==> src/hw/rtl/gpdc_pkg.sv <==
// Shared types, constants and helper functions for the GNSS power duty cycler.
// No dependencies; compiled first.
`default_nettype none

package gpdc_pkg;

   localparam int unsigned TIME_W    = 32;
   localparam int unsigned YEAR_W    = 12;
   localparam int unsigned MONTH_W   = 4;
   localparam int unsigned DAY_W     = 5;
   localparam int unsigned HOUR_W    = 5;
   localparam int unsigned MINUTE_W  = 6;
   localparam int unsigned SECOND_W  = 6;
   localparam int unsigned EVENT_W   = 3;
   localparam int unsigned INTERVAL_W = 16;
   localparam int unsigned CSR_IDX_W  = 1;
   localparam int unsigned CSR_DATA_W = 16;
   localparam int unsigned HMS_W      = 17;
   localparam int unsigned MDAY_W     = 9;

   localparam logic [TIME_W-1:0] SYNC_PERIOD_MS   = 32'd86339000;
   localparam logic [TIME_W-1:0] NOFIX_TIMEOUT_MS = 32'd900000;
   localparam logic [TIME_W-1:0] DEBOUNCE_MS      = 32'd60000;
   localparam logic [9:0]        MS_PER_S         = 10'd1000;

   localparam logic [TIME_W-1:0] EPOCH_DAY_OFFSET = 32'd719468;
   localparam logic [TIME_W-1:0] DAYS_PER_YEAR    = 32'd365;
   localparam logic [TIME_W-1:0] SEC_PER_DAY      = 32'd86400;
   localparam logic [HMS_W-1:0]  SEC_PER_HOUR     = 17'd3600;
   localparam logic [HMS_W-1:0]  SEC_PER_MIN      = 17'd60;
   localparam logic [12:0]       RECIP_100        = 13'd5243;
   localparam int unsigned       RECIP_SHIFT      = 19;

   localparam logic [EVENT_W-1:0] EV_NONE        = 3'd0;
   localparam logic [EVENT_W-1:0] EV_WOKE        = 3'd1;
   localparam logic [EVENT_W-1:0] EV_OFF_LOCATED = 3'd2;
   localparam logic [EVENT_W-1:0] EV_OFF_TIMEOUT = 3'd3;
   localparam logic [EVENT_W-1:0] EV_OFF_SYNCED  = 3'd4;

   localparam logic [CSR_IDX_W-1:0] CSR_AUTO_LOCATION   = 1'b0;
   localparam logic [CSR_IDX_W-1:0] CSR_UPDATE_INTERVAL = 1'b1;

   typedef struct packed {
      logic                  power_enable;
      logic [EVENT_W-1:0]    power_event;
      logic                  clock_set;
      logic                  location_capture;
      logic [YEAR_W-1:0]     year;
      logic [MONTH_W-1:0]    month;
      logic [DAY_W-1:0]      day;
      logic [HOUR_W-1:0]     hour;
      logic [MINUTE_W-1:0]   minute;
      logic [SECOND_W-1:0]   second;
   } job_type;

   typedef struct packed {
      logic full;
      logic empty;
   } queue_status_type;

   typedef enum logic [2:0] {
      BK_IDLE,
      BK_DIV,
      BK_DAYS,
      BK_SCALE,
      BK_DONE
   } back_state_type;

   // days from March 1 to the first of the month, March-based year
   function automatic logic [MDAY_W-1:0] month_days_before(input logic [MONTH_W-1:0] mo);
      logic [MDAY_W-1:0] d;
      case (mo)
         4'd0:    d = 9'd275;
         4'd1:    d = 9'd306;
         4'd2:    d = 9'd337;
         4'd3:    d = 9'd0;
         4'd4:    d = 9'd31;
         4'd5:    d = 9'd61;
         4'd6:    d = 9'd92;
         4'd7:    d = 9'd122;
         4'd8:    d = 9'd153;
         4'd9:    d = 9'd184;
         4'd10:   d = 9'd214;
         4'd11:   d = 9'd245;
         4'd12:   d = 9'd275;
         4'd13:   d = 9'd306;
         4'd14:   d = 9'd337;
         4'd15:   d = 9'd367;
         default: d = 9'd0;
      endcase
      return d;
   endfunction

endpackage

`default_nettype wire

==> src/hw/rtl/gpdc_if.sv <==
// Valid/ready channel interfaces for tick requests and per-tick responses.
// Depends on gpdc_pkg.
`default_nettype none

interface gpdc_req_if;
   import gpdc_pkg::*;
   logic                valid;
   logic                ready;
   logic [TIME_W-1:0]   now_ms;
   logic                fix_valid;
   logic                datetime_valid;
   logic [YEAR_W-1:0]   year;
   logic [MONTH_W-1:0]  month;
   logic [DAY_W-1:0]    day;
   logic [HOUR_W-1:0]   hour;
   logic [MINUTE_W-1:0] minute;
   logic [SECOND_W-1:0] second;

   modport source (output valid, now_ms, fix_valid, datetime_valid, year, month, day,
                   hour, minute, second, input ready);
   modport sink (input valid, now_ms, fix_valid, datetime_valid, year, month, day,
                 hour, minute, second, output ready);
endinterface

interface gpdc_rsp_if;
   import gpdc_pkg::*;
   logic               valid;
   logic               ready;
   logic               power_enable;
   logic [EVENT_W-1:0] power_event;
   logic               clock_set;
   logic [TIME_W-1:0]  epoch_seconds;
   logic               location_capture;

   modport source (output valid, power_enable, power_event, clock_set, epoch_seconds,
                   location_capture, input ready);
   modport sink (input valid, power_enable, power_event, clock_set, epoch_seconds,
                 location_capture, output ready);
endinterface

`default_nettype wire

==> src/hw/rtl/gpdc_front.sv <==
// Front end: accepts ticks, holds config and power/sync/location state, classifies ticks.
// Depends on gpdc_pkg and gpdc_if.
`default_nettype none

module gpdc_front (
   input  wire logic                             clock,
   input  wire logic                             reset,
   gpdc_req_if.sink                              req_chan,
   input  wire logic                             csr_write_enable,
   input  wire logic [gpdc_pkg::CSR_IDX_W-1:0]   csr_index,
   input  wire logic [gpdc_pkg::CSR_DATA_W-1:0]  csr_write_data,
   input  wire gpdc_pkg::queue_status_type       q_status,
   output logic                                  push,
   output gpdc_pkg::job_type                     push_job
);
   import gpdc_pkg::*;

   logic                  auto_ff;
   logic [INTERVAL_W-1:0] interval_s_ff;
   logic                  powered_ff, powered_in;
   logic [TIME_W-1:0]     pos_ff, pos_in;
   logic [TIME_W-1:0]     sync_ff, sync_in;
   logic [TIME_W-1:0]     loc_ff, loc_in;

   logic [TIME_W-1:0]     interval_ms;
   logic                  interval_nz;
   logic [TIME_W-1:0]     since_on, since_sync, since_loc;
   logic                  synced_recently;
   logic                  loc_due;
   logic [EVENT_W-1:0]    event_w;
   logic                  clk_set, cap;

   assign req_chan.ready = !q_status.full;
   assign push           = req_chan.valid && !q_status.full;

   always_comb begin
      interval_ms     = TIME_W'(interval_s_ff) * TIME_W'(MS_PER_S);
      interval_nz     = (interval_s_ff != '0);
      since_on        = req_chan.now_ms - pos_ff;
      since_sync      = req_chan.now_ms - sync_ff;
      since_loc       = req_chan.now_ms - loc_ff;
      synced_recently = (since_sync < DEBOUNCE_MS) && (sync_ff != '0);
      loc_due         = since_loc > interval_ms;

      powered_in = powered_ff;
      pos_in     = pos_ff;
      sync_in    = sync_ff;
      loc_in     = loc_ff;
      event_w    = EV_NONE;
      clk_set    = 1'b0;
      cap        = 1'b0;

      if (auto_ff) begin
         if (interval_nz) begin
            if (powered_ff) begin
               if (loc_ff > pos_ff) begin
                  powered_in = 1'b0;
                  event_w    = EV_OFF_LOCATED;
               end else if (since_on > NOFIX_TIMEOUT_MS) begin
                  powered_in = 1'b0;
                  event_w    = EV_OFF_TIMEOUT;
               end
            end else if (loc_due) begin
               powered_in = 1'b1;
               pos_in     = req_chan.now_ms;
               event_w    = EV_WOKE;
            end
         end else if (!powered_ff) begin
            powered_in = 1'b1;
            pos_in     = req_chan.now_ms;
            event_w    = EV_WOKE;
         end
      end else begin
         if (powered_ff) begin
            if (synced_recently) begin
               powered_in = 1'b0;
               event_w    = EV_OFF_SYNCED;
            end else if (since_on > NOFIX_TIMEOUT_MS) begin
               powered_in = 1'b0;
               event_w    = EV_OFF_TIMEOUT;
            end
         end else if (since_sync > SYNC_PERIOD_MS) begin
            powered_in = 1'b1;
            pos_in     = req_chan.now_ms;
            event_w    = EV_WOKE;
         end
      end

      if (powered_in && req_chan.fix_valid) begin
         if (req_chan.datetime_valid && !synced_recently) begin
            clk_set = 1'b1;
            sync_in = req_chan.now_ms;
         end
         if (auto_ff && ((interval_nz && loc_due) || (!interval_nz && loc_ff == '0))) begin
            cap    = 1'b1;
            loc_in = req_chan.now_ms;
         end
      end

      push_job.power_enable     = powered_in;
      push_job.power_event      = event_w;
      push_job.clock_set        = clk_set;
      push_job.location_capture = cap;
      push_job.year             = req_chan.year;
      push_job.month            = req_chan.month;
      push_job.day              = req_chan.day;
      push_job.hour             = req_chan.hour;
      push_job.minute           = req_chan.minute;
      push_job.second           = req_chan.second;
   end

   always_ff @(posedge clock) begin
      if (reset) begin
         auto_ff       <= 1'b0;
         interval_s_ff <= '0;
         powered_ff    <= 1'b1;
         pos_ff        <= '0;
         sync_ff       <= '0;
         loc_ff        <= '0;
      end else begin
         if (csr_write_enable) begin
            case (csr_index)
               CSR_AUTO_LOCATION:   auto_ff       <= csr_write_data[0];
               CSR_UPDATE_INTERVAL: interval_s_ff <= csr_write_data[INTERVAL_W-1:0];
               default: ;
            endcase
         end
         if (push) begin
            powered_ff <= powered_in;
            pos_ff     <= pos_in;
            sync_ff    <= sync_in;
            loc_ff     <= loc_in;
         end
      end
   end

endmodule

`default_nettype wire

==> src/hw/rtl/gpdc_queue.sv <==
// Short FIFO of classified ticks between the front end and the back end.
// Depends on gpdc_pkg.
`default_nettype none

module gpdc_queue #(
   parameter int unsigned DEPTH = 2
) (
   input  wire logic                        clock,
   input  wire logic                        reset,
   input  wire logic                        push,
   input  wire gpdc_pkg::job_type           push_job,
   input  wire logic                        pop,
   output gpdc_pkg::job_type                pop_job,
   output gpdc_pkg::queue_status_type       status
);
   import gpdc_pkg::*;

   localparam int unsigned PTR_W = $clog2(DEPTH);
   localparam int unsigned CNT_W = $clog2(DEPTH + 1);

   job_type            slot_ff [DEPTH];
   logic [PTR_W-1:0]   wr_ptr_ff, rd_ptr_ff;
   logic [CNT_W-1:0]   count_ff;
   logic               do_push, do_pop;

   assign status.full  = (count_ff == CNT_W'(DEPTH));
   assign status.empty = (count_ff == '0);
   assign do_push      = push && !status.full;
   assign do_pop       = pop && !status.empty;
   assign pop_job      = slot_ff[rd_ptr_ff];

   always_ff @(posedge clock) begin
      if (reset) begin
         wr_ptr_ff <= '0;
         rd_ptr_ff <= '0;
         count_ff  <= '0;
      end else begin
         if (do_push) begin
            wr_ptr_ff <= (wr_ptr_ff == PTR_W'(DEPTH - 1)) ? '0 : wr_ptr_ff + 1'b1;
         end
         if (do_pop) begin
            rd_ptr_ff <= (rd_ptr_ff == PTR_W'(DEPTH - 1)) ? '0 : rd_ptr_ff + 1'b1;
         end
         if (do_push && !do_pop) begin
            count_ff <= count_ff + 1'b1;
         end else if (do_pop && !do_push) begin
            count_ff <= count_ff - 1'b1;
         end
      end
   end

   always_ff @(posedge clock) begin
      if (do_push) begin
         slot_ff[wr_ptr_ff] <= push_job;
      end
   end

endmodule

`default_nettype wire

==> src/hw/rtl/gpdc_back.sv <==
// Back end: converts the UTC date to Unix seconds over three steps, drives the response register.
// Depends on gpdc_pkg and gpdc_if.
`default_nettype none

module gpdc_back (
   input  wire logic                        clock,
   input  wire logic                        reset,
   input  wire gpdc_pkg::queue_status_type  q_status,
   input  wire gpdc_pkg::job_type           pop_job,
   output logic                             pop,
   gpdc_rsp_if.source                       rsp_chan
);
   import gpdc_pkg::*;

   back_state_type        state_ff, state_in;
   job_type               job_ff;
   logic                  out_valid_ff, out_valid_in;
   logic                  load_out;

   logic [TIME_W-1:0]     y365_ff, y365_in;
   logic [9:0]            q4_ff, q4_in;
   logic [5:0]            q100_ff, q100_in;
   logic [MDAY_W-1:0]     mday_ff, mday_in;
   logic [HMS_W-1:0]      hms_ff, hms_in;
   logic [TIME_W-1:0]     days_ff, days_in;
   logic [TIME_W-1:0]     epoch_ff, epoch_in;

   logic                  early_month, y_neg;
   logic [YEAR_W-1:0]     y_u;
   logic [24:0]           q100_prod;
   logic [22:0]           q400_prod;
   logic [3:0]            q400;

   // step one: year split, divide by 100, time of day
   always_comb begin
      early_month = (job_ff.month <= MONTH_W'(2));
      y_neg       = early_month && (job_ff.year == '0);
      y_u         = y_neg ? '0 : (early_month ? job_ff.year - 1'b1 : job_ff.year);
      y365_in     = y_neg ? ('0 - DAYS_PER_YEAR) : TIME_W'(y_u) * DAYS_PER_YEAR;
      q4_in       = y_u[YEAR_W-1:2];
      q100_prod   = 25'(y_u) * 25'(RECIP_100);
      q100_in     = q100_prod[24:RECIP_SHIFT];
      mday_in     = month_days_before(job_ff.month);
      hms_in      = HMS_W'(job_ff.hour) * SEC_PER_HOUR + HMS_W'(job_ff.minute) * SEC_PER_MIN
                    + HMS_W'(job_ff.second);
   end

   // step two: day count; step three: scale to seconds
   always_comb begin
      q400_prod = 23'(q4_ff) * 23'(RECIP_100);
      q400      = q400_prod[22:RECIP_SHIFT];
      days_in   = y365_ff + TIME_W'(q4_ff) - TIME_W'(q100_ff) + TIME_W'(q400)
                  + TIME_W'(mday_ff) + TIME_W'(job_ff.day) - TIME_W'(1) - EPOCH_DAY_OFFSET;
      epoch_in  = days_ff * SEC_PER_DAY + TIME_W'(hms_ff);
   end

   always_comb begin
      state_in     = state_ff;
      pop          = 1'b0;
      load_out     = 1'b0;
      out_valid_in = out_valid_ff && !rsp_chan.ready;
      case (state_ff)
         BK_IDLE: begin
            if (!q_status.empty) begin
               pop      = 1'b1;
               state_in = pop_job.clock_set ? BK_DIV : BK_DONE;
            end
         end
         BK_DIV:   state_in = BK_DAYS;
         BK_DAYS:  state_in = BK_SCALE;
         BK_SCALE: state_in = BK_DONE;
         BK_DONE: begin
            if (!out_valid_ff || rsp_chan.ready) begin
               load_out     = 1'b1;
               out_valid_in = 1'b1;
               state_in     = BK_IDLE;
            end
         end
         default:  state_in = BK_IDLE;
      endcase
   end

   always_ff @(posedge clock) begin
      if (reset) begin
         state_ff     <= BK_IDLE;
         out_valid_ff <= 1'b0;
      end else begin
         state_ff     <= state_in;
         out_valid_ff <= out_valid_in;
      end
   end

   always_ff @(posedge clock) begin
      if (pop) begin
         job_ff <= pop_job;
      end
      if (state_ff == BK_DIV) begin
         y365_ff <= y365_in;
         q4_ff   <= q4_in;
         q100_ff <= q100_in;
         mday_ff <= mday_in;
         hms_ff  <= hms_in;
      end
      if (state_ff == BK_DAYS) begin
         days_ff <= days_in;
      end
      if (state_ff == BK_SCALE) begin
         epoch_ff <= epoch_in;
      end
      if (load_out) begin
         rsp_chan.power_enable     <= job_ff.power_enable;
         rsp_chan.power_event      <= job_ff.power_event;
         rsp_chan.clock_set        <= job_ff.clock_set;
         rsp_chan.epoch_seconds    <= job_ff.clock_set ? epoch_ff : '0;
         rsp_chan.location_capture <= job_ff.location_capture;
      end
   end

   assign rsp_chan.valid = out_valid_ff;

endmodule

`default_nettype wire

==> src/hw/rtl/gnss_power_duty_cycler_unit.sv <==
// GNSS receiver power duty cycler: one response per millisecond tick, with the power
// decision, a debounced clock-set carrying Unix seconds, and the location capture pulse.
// The front end decides power, sync and capture for a tick in the cycle it is accepted and
// queues it; the back end drains the queue one tick at a time. A tick without a clock-set
// passes from idle straight to the response stage, while a tick with one first steps through
// year split, divide by 100, day sum and multiply by 86400, then waits to hand over its response.
// Ticks keep being accepted while the queue has room, including while a response waits.
// Config writes take effect on the next tick; write them only while no tick is in flight.
// Depends on gpdc_pkg, gpdc_if, gpdc_front, gpdc_queue and gpdc_back.
`default_nettype none

module gnss_power_duty_cycler_unit #(
   parameter int unsigned QUEUE_DEPTH = 2
) (
   input  wire logic                             clock,
   input  wire logic                             reset,
   gpdc_req_if.sink                              req_chan,
   gpdc_rsp_if.source                            rsp_chan,
   input  wire logic                             csr_write_enable,
   input  wire logic [gpdc_pkg::CSR_IDX_W-1:0]   csr_index,
   input  wire logic [gpdc_pkg::CSR_DATA_W-1:0]  csr_write_data
);
   import gpdc_pkg::*;

   queue_status_type q_status;
   job_type          push_job, pop_job;
   logic             push, pop;

   gpdc_front u_front (
      .clock            (clock),
      .reset            (reset),
      .req_chan         (req_chan),
      .csr_write_enable (csr_write_enable),
      .csr_index        (csr_index),
      .csr_write_data   (csr_write_data),
      .q_status         (q_status),
      .push             (push),
      .push_job         (push_job)
   );

   gpdc_queue #(
      .DEPTH (QUEUE_DEPTH)
   ) u_queue (
      .clock    (clock),
      .reset    (reset),
      .push     (push),
      .push_job (push_job),
      .pop      (pop),
      .pop_job  (pop_job),
      .status   (q_status)
   );

   gpdc_back u_back (
      .clock    (clock),
      .reset    (reset),
      .q_status (q_status),
      .pop_job  (pop_job),
      .pop      (pop),
      .rsp_chan (rsp_chan)
   );

`ifndef SYNTHESIS
   a_epoch_only_with_set: assert property (@(posedge clock) disable iff (reset)
      rsp_chan.valid && !rsp_chan.clock_set |-> rsp_chan.epoch_seconds == '0)
      else $error("epoch seconds without clock set");

   a_woke_is_on: assert property (@(posedge clock) disable iff (reset)
      rsp_chan.valid && rsp_chan.power_event == EV_WOKE |-> rsp_chan.power_enable)
      else $error("wake event with power off");

   a_off_event_is_off: assert property (@(posedge clock) disable iff (reset)
      rsp_chan.valid && (rsp_chan.power_event == EV_OFF_LOCATED
         || rsp_chan.power_event == EV_OFF_TIMEOUT
         || rsp_chan.power_event == EV_OFF_SYNCED) |-> !rsp_chan.power_enable)
      else $error("power-off event with power on");

   a_actions_need_power: assert property (@(posedge clock) disable iff (reset)
      rsp_chan.valid && (rsp_chan.clock_set || rsp_chan.location_capture)
         |-> rsp_chan.power_enable)
      else $error("clock set or capture while unpowered");

   a_queue_no_pop_empty: assert property (@(posedge clock) disable iff (reset)
      pop |-> !q_status.empty)
      else $error("pop from empty queue");
`endif

endmodule

`default_nettype wire
==> src/flat_wrapper.sv <==
// flat-port wrapper written by rule: the top's interface ports become plain ports
module gnss_power_duty_cycler_unit_flat import gpdc_pkg::*;
#(
   parameter int unsigned QUEUE_DEPTH = 2
)
  (clock, reset, csr_write_enable, csr_index, csr_write_data, req_chan_valid, req_chan_now_ms, req_chan_fix_valid, req_chan_datetime_valid, req_chan_year, req_chan_month, req_chan_day, req_chan_hour, req_chan_minute, req_chan_second, req_chan_ready, rsp_chan_valid, rsp_chan_power_enable, rsp_chan_power_event, rsp_chan_clock_set, rsp_chan_epoch_seconds, rsp_chan_location_capture, rsp_chan_ready);
  gpdc_req_if req_chan_i ();
  gpdc_rsp_if rsp_chan_i ();
  input  wire logic clock;
  input  wire logic reset;
  input  wire logic csr_write_enable;
  input  wire logic [gpdc_pkg::CSR_IDX_W-1:0] csr_index;
  input  wire logic [gpdc_pkg::CSR_DATA_W-1:0] csr_write_data;
  input wire logic [$bits(req_chan_i.valid)-1:0] req_chan_valid;
  input wire logic [$bits(req_chan_i.now_ms)-1:0] req_chan_now_ms;
  input wire logic [$bits(req_chan_i.fix_valid)-1:0] req_chan_fix_valid;
  input wire logic [$bits(req_chan_i.datetime_valid)-1:0] req_chan_datetime_valid;
  input wire logic [$bits(req_chan_i.year)-1:0] req_chan_year;
  input wire logic [$bits(req_chan_i.month)-1:0] req_chan_month;
  input wire logic [$bits(req_chan_i.day)-1:0] req_chan_day;
  input wire logic [$bits(req_chan_i.hour)-1:0] req_chan_hour;
  input wire logic [$bits(req_chan_i.minute)-1:0] req_chan_minute;
  input wire logic [$bits(req_chan_i.second)-1:0] req_chan_second;
  output wire logic [$bits(req_chan_i.ready)-1:0] req_chan_ready;
  output wire logic [$bits(rsp_chan_i.valid)-1:0] rsp_chan_valid;
  output wire logic [$bits(rsp_chan_i.power_enable)-1:0] rsp_chan_power_enable;
  output wire logic [$bits(rsp_chan_i.power_event)-1:0] rsp_chan_power_event;
  output wire logic [$bits(rsp_chan_i.clock_set)-1:0] rsp_chan_clock_set;
  output wire logic [$bits(rsp_chan_i.epoch_seconds)-1:0] rsp_chan_epoch_seconds;
  output wire logic [$bits(rsp_chan_i.location_capture)-1:0] rsp_chan_location_capture;
  input wire logic [$bits(rsp_chan_i.ready)-1:0] rsp_chan_ready;
  assign req_chan_i.valid = req_chan_valid;
  assign req_chan_i.now_ms = req_chan_now_ms;
  assign req_chan_i.fix_valid = req_chan_fix_valid;
  assign req_chan_i.datetime_valid = req_chan_datetime_valid;
  assign req_chan_i.year = req_chan_year;
  assign req_chan_i.month = req_chan_month;
  assign req_chan_i.day = req_chan_day;
  assign req_chan_i.hour = req_chan_hour;
  assign req_chan_i.minute = req_chan_minute;
  assign req_chan_i.second = req_chan_second;
  assign req_chan_ready = req_chan_i.ready;
  assign rsp_chan_valid = rsp_chan_i.valid;
  assign rsp_chan_power_enable = rsp_chan_i.power_enable;
  assign rsp_chan_power_event = rsp_chan_i.power_event;
  assign rsp_chan_clock_set = rsp_chan_i.clock_set;
  assign rsp_chan_epoch_seconds = rsp_chan_i.epoch_seconds;
  assign rsp_chan_location_capture = rsp_chan_i.location_capture;
  assign rsp_chan_i.ready = rsp_chan_ready;
  gnss_power_duty_cycler_unit #(.QUEUE_DEPTH(QUEUE_DEPTH)) u_core (.clock(clock), .reset(reset), .req_chan(req_chan_i), .rsp_chan(rsp_chan_i), .csr_write_enable(csr_write_enable), .csr_index(csr_index), .csr_write_data(csr_write_data));
endmodule
==> config.mk <==
export PLATFORM = sky130hd
export DESIGN_NAME = gnss_power_duty_cycler_unit_flat
export DESIGN_NICKNAME = d
export VERILOG_FILES = /design/src/hw/rtl/gpdc_pkg.sv /design/src/hw/rtl/gpdc_if.sv /design/src/hw/rtl/gpdc_front.sv /design/src/hw/rtl/gpdc_queue.sv /design/src/hw/rtl/gpdc_back.sv /design/src/hw/rtl/gnss_power_duty_cycler_unit.sv /design/src/flat_wrapper.sv
export SDC_FILE = /design/constraint.sdc
export NUM_CORES = 2
export LEC_CHECK = 0
export BUFFER_PORTS_ARGS = -buffer_cell sky130_fd_sc_hd__buf_4
export CAP_MARGIN = 20
export CORE_MARGIN = 3
export CORE_UTILIZATION = 30
export DETAILED_ROUTE_END_ITERATION = 16
export PLACE_DENSITY_LB_ADDON = 0.15
export SLEW_MARGIN = 15
export SYNTH_ARGS = -nofsm -noshare
export SYNTH_HDL_FRONTEND = slang
export SYNTH_SLANG_ARGS = --single-unit
==> constraint.sdc <==
create_clock -name clock -period 21.2 [get_ports clock]
set_input_delay 2.12 -clock clock [delete_from_list [all_inputs] [get_ports clock]]
set_output_delay 2.12 -clock clock [all_outputs]
set_load 0.005 [all_outputs]
==> metrics.md <==
| Metric | Value |
|---|---|
| DIE HEIGHT | 365 um |
| Crit Reg-Reg Endpoint | u_core.u_back.days_ff[21]$_DFFE_PP_ |
| Ys async rst share | 0% |
| Fraction of synthesized cell area in xor and xnor cells | 4.20% |
| WL/cell | 16.8 um |
| Nets@finish | just under 5,000 |
| Flop2flop setup slack | around 11 ns |
| Setup TNS | 0 ns |
| DRC violations left | 0 |
| Simple-Gate Fraction of Synth Area | 11.1% |
| Share of layout cells above drive strength 1 | a little under a tenth |
| Hold Crit Depth | 0 |
| Number of cells on the critical path | 36 |
| Hold path start | u_core.u_back.hms_ff[2]$_DFFE_PP_ |
| Setup violators final | 0 |
| Synthesized cell area | 38,800 um^2 |
| Largest area contributor in the netlist | edfxtp_1 |
| Outcome | completed |
| Synth warn | 0 |
| Top cells by area, synth | edfxtp_1, ha_1, fa_1, inv_1, dfxtp_1 |
| H-tree Lvls | 2 |
| CP max FO | 5 |
| RSZ-0062 raised after global routing | no |
| Mux cell area share after synthesis | between 3 and 4% |
| Post-CTS Setup Inserts | 0 |
| Starting Density | between 30% and 40% |
| DR vias/cell | 4.71 |
| Worst R2R Start | u_core.u_back.q4_ff[1]$_DFFE_PP_ |
| Combinational family with the most area after synthesis | adder cells |
| Compound-Gate Fraction of Synth Area | 12.7% |
| Critical path arrival | 10.69 ns |
| Finished Layout Cells | 5,726 |
| Crit path buffers/inverters | 5 |
| HP Class | flip-flop to flip-flop |
| CTS Buffer Depth | 3 |
| Rel. slew slack | around 26% |
| Worst slack, placed | between 10 and 15 ns |
| Hold endpoint | u_core.u_back.epoch_ff[2]$_DFFE_PP_ |
| CP max stage delay | 0.64 ns |
| Number of clock sinks | 414 |
| Number of synthesized flops with an enable pin | about 290 |
| Crit path capture type | flip-flop |
| Gr ovfl total | 0 |
| Crit. Startpoint | u_core.u_back.q4_ff[1]$_DFFE_PP_ |
| Fmax | between 0.09 and 0.1 GHz |
| Most used cell, CP | fa_1 |
| CTS Hold Bufs | 0 |
| Gr usage total | between 10% and 20% |
| Worst r2r path cells | 36 |
| Via count | 27,000 |
| Commonest cells after routing, fill and taps aside | inv_1, ha_1, edfxtp_1 |
| Crit path max-delay family | adder cells |
| Final wirelength | just under 100,000 um |
| Net Count, Synth | between 4,000 and 5,000 |
| Required time of the worst setup path | between 20 and 25 ns |
| CTS tree | built |
| Post-Synthesis Cells | about 3,900 |
| Die area | between 100,000 and 150,000 um^2 |
| Max cap viols | 0 |
| Drt pass-1 iters | 5 |
| # IOs | ~130 |
| Placed Area | between 40,000 and 50,000 um^2 |
| Final period util | approximately half |
| Clk_skew | 0.0172 ns |
| Post-route cell area | between 40,000 and 50,000 um^2 |
| Maximum number of pins on one net before global-route repair | 70 |
| Worst path slowest cell | or4b_2 |
| Initial antenna violation count | 4 |
| Crit path time final | roughly 10 ns |
| Core area | 128,000 um^2 |
| Top-area cell type share of the netlist area | between 20% and 30% |
| Core Rows | around 130 |
| PortBufs | about 130 |
| Placer Congestion | 0.828 |
| Total CTS buffers | 51 |
| Yosys reg bits | just over 400 |
| Setup Crit Path Kind | flip-flop to flip-flop |
| Post-synth cell types | 96 |
| Post-Place Cells | between 5,000 and 6,000 |
| Commonest non-fill, non-tap cell in the layout | inv_1 |
| First-pass GRT wire length | between 150,000 and 200,000 um |
| Die Width | about 370 um |
| Clock latency reported for the late side of the worst-skew pair | 0.62 ns |
| Root cell of the clock tree | clkbuf_16 |
| HPWL after DPL | 78,200 um |
| Slew Limit Fails | 0 |
| Post-route ant nets | 0 |
| Worst-Margin Slew | 1.11 ns |
| Adder-cell share of the synthesized area | around a third |
| Layout Area Growth over Synthesis | 12.0% |
| Vias in the first global route | roughly 28,000 |
| Cts repair resizes | 0 |
| Worst-path clk slew | ~0.060 ns |
| Final worst slack | between 10 and 15 ns |
| Starting DRT DRC Count | between 1,000 and 1,500 |
| Critical Path Source Type | flip-flop |
| Sequential element share of the synthesized area | between 20% and 30% |
| Mean Syn Cell Area | between 9 and 10 um^2 |
| Top_reg_cell synth | edfxtp_1 |
| Fin. Hold Viols | 0 |
per-layer routing:
metal	up-vias	share of wire, %	global-route usage [%]
met5	-	0.023	0
met4	4	2.0	3.37
met3	100	3.6	2.14
met2	350	43	22.9
met1	12800	51	21.2
li1	13700	-	-
sequential cells by signal, indices dropped and copies added (netlist names), 6 cells and up, named ones only:
register,cells
u_core.u_back.days_ff,25
u_core.u_front.pos_ff,32
u_core.u_back.q4_ff,10
u_core.u_front.interval_s_ff,16
u_core.u_back.job_ff,44
u_core.u_back.mday_ff,9
u_core.u_queue.slot_ff,88
u_core.u_front.sync_ff,32
u_core.u_back.hms_ff,17
u_core.u_back.epoch_ff,32
u_core.u_back.rsp_chan.epoch_seconds,32
u_core.u_back.y365_ff,22
u_core.u_back.q100_ff,6
u_core.u_front.loc_ff,32
metrics by stage:
step                      hold WS, ns  util, %
after floorplan                 0.400        -
after detailed placement        0.405     32.5
after global routing            0.424     34.0
after global placement          0.403     32.5
final                           0.418     34.0
after CTS                       0.418     34.0
cells by family after synthesis:
kind of cell | Yosys count
and+or+nand+nor | 859
adders and majority gates | 841
buffers and inverters | 745
AOI/OAI and AO/OA | 735
DFF | 414
xor gates and xnor gates | 186
muxes | 124
how the worst max path moves through the flow:
| stage | endpoint | slack (ns) |
|---|---|---|
| 2_1_floorplan | u_core.u_back.days_ff[21]$_DFFE_PP_ | 11.74 |
| 3_3_place_gp | u_core.u_back.days_ff[21]$_DFFE_PP_ | 10.81 |
| 3_5_place_dp | u_core.u_back.days_ff[21]$_DFFE_PP_ | 10.77 |
| 4_1_cts | u_core.u_back.days_ff[21]$_DFFE_PP_ | 10.76 |
| 5_1_grt | u_core.u_back.days_ff[21]$_DFFE_PP_ | 10.20 |
| 6_report | u_core.u_back.days_ff[21]$_DFFE_PP_ | 10.86 |
area by class of cell:
type / count / area (um^2)
Tap cell: 1662 / 2080
Sequential cell: 414 / 11200
Inverter: 658 / 2470
Clock buffer: 64 / 1440
Fill cell: 13200 / 84400
Clock inverter: 30 / 364
Timing Repair Buffer: 152 / 1140
Antenna cell: 1 / 2.50
Multi-Input combinational cell: 2745 / 24700
synthesized netlist by cell type, types with 27 or more instances:
cell type,instances
a21o_1,117
a21oi_1,206
a21oi_2,34
a31oi_1,27
and2_1,50
and3_1,27
clkbuf_1,58
dfxtp_1,123
edfxtp_1,291
fa_1,263
ha_1,578
inv_1,657
mux2_2,47
mux2i_1,76
nand2_1,169
nand2b_1,29
nand3_1,87
nand4_1,38
nor2_1,241
nor2b_1,44
nor3_1,59
nor4_1,29
o21a_1,37
o21ai_0,115
xnor2_1,130
xor2_1,56
Power is not shown: default switching activity piles up to over one toggle a cycle in this logic, so the estimate is an artifact.
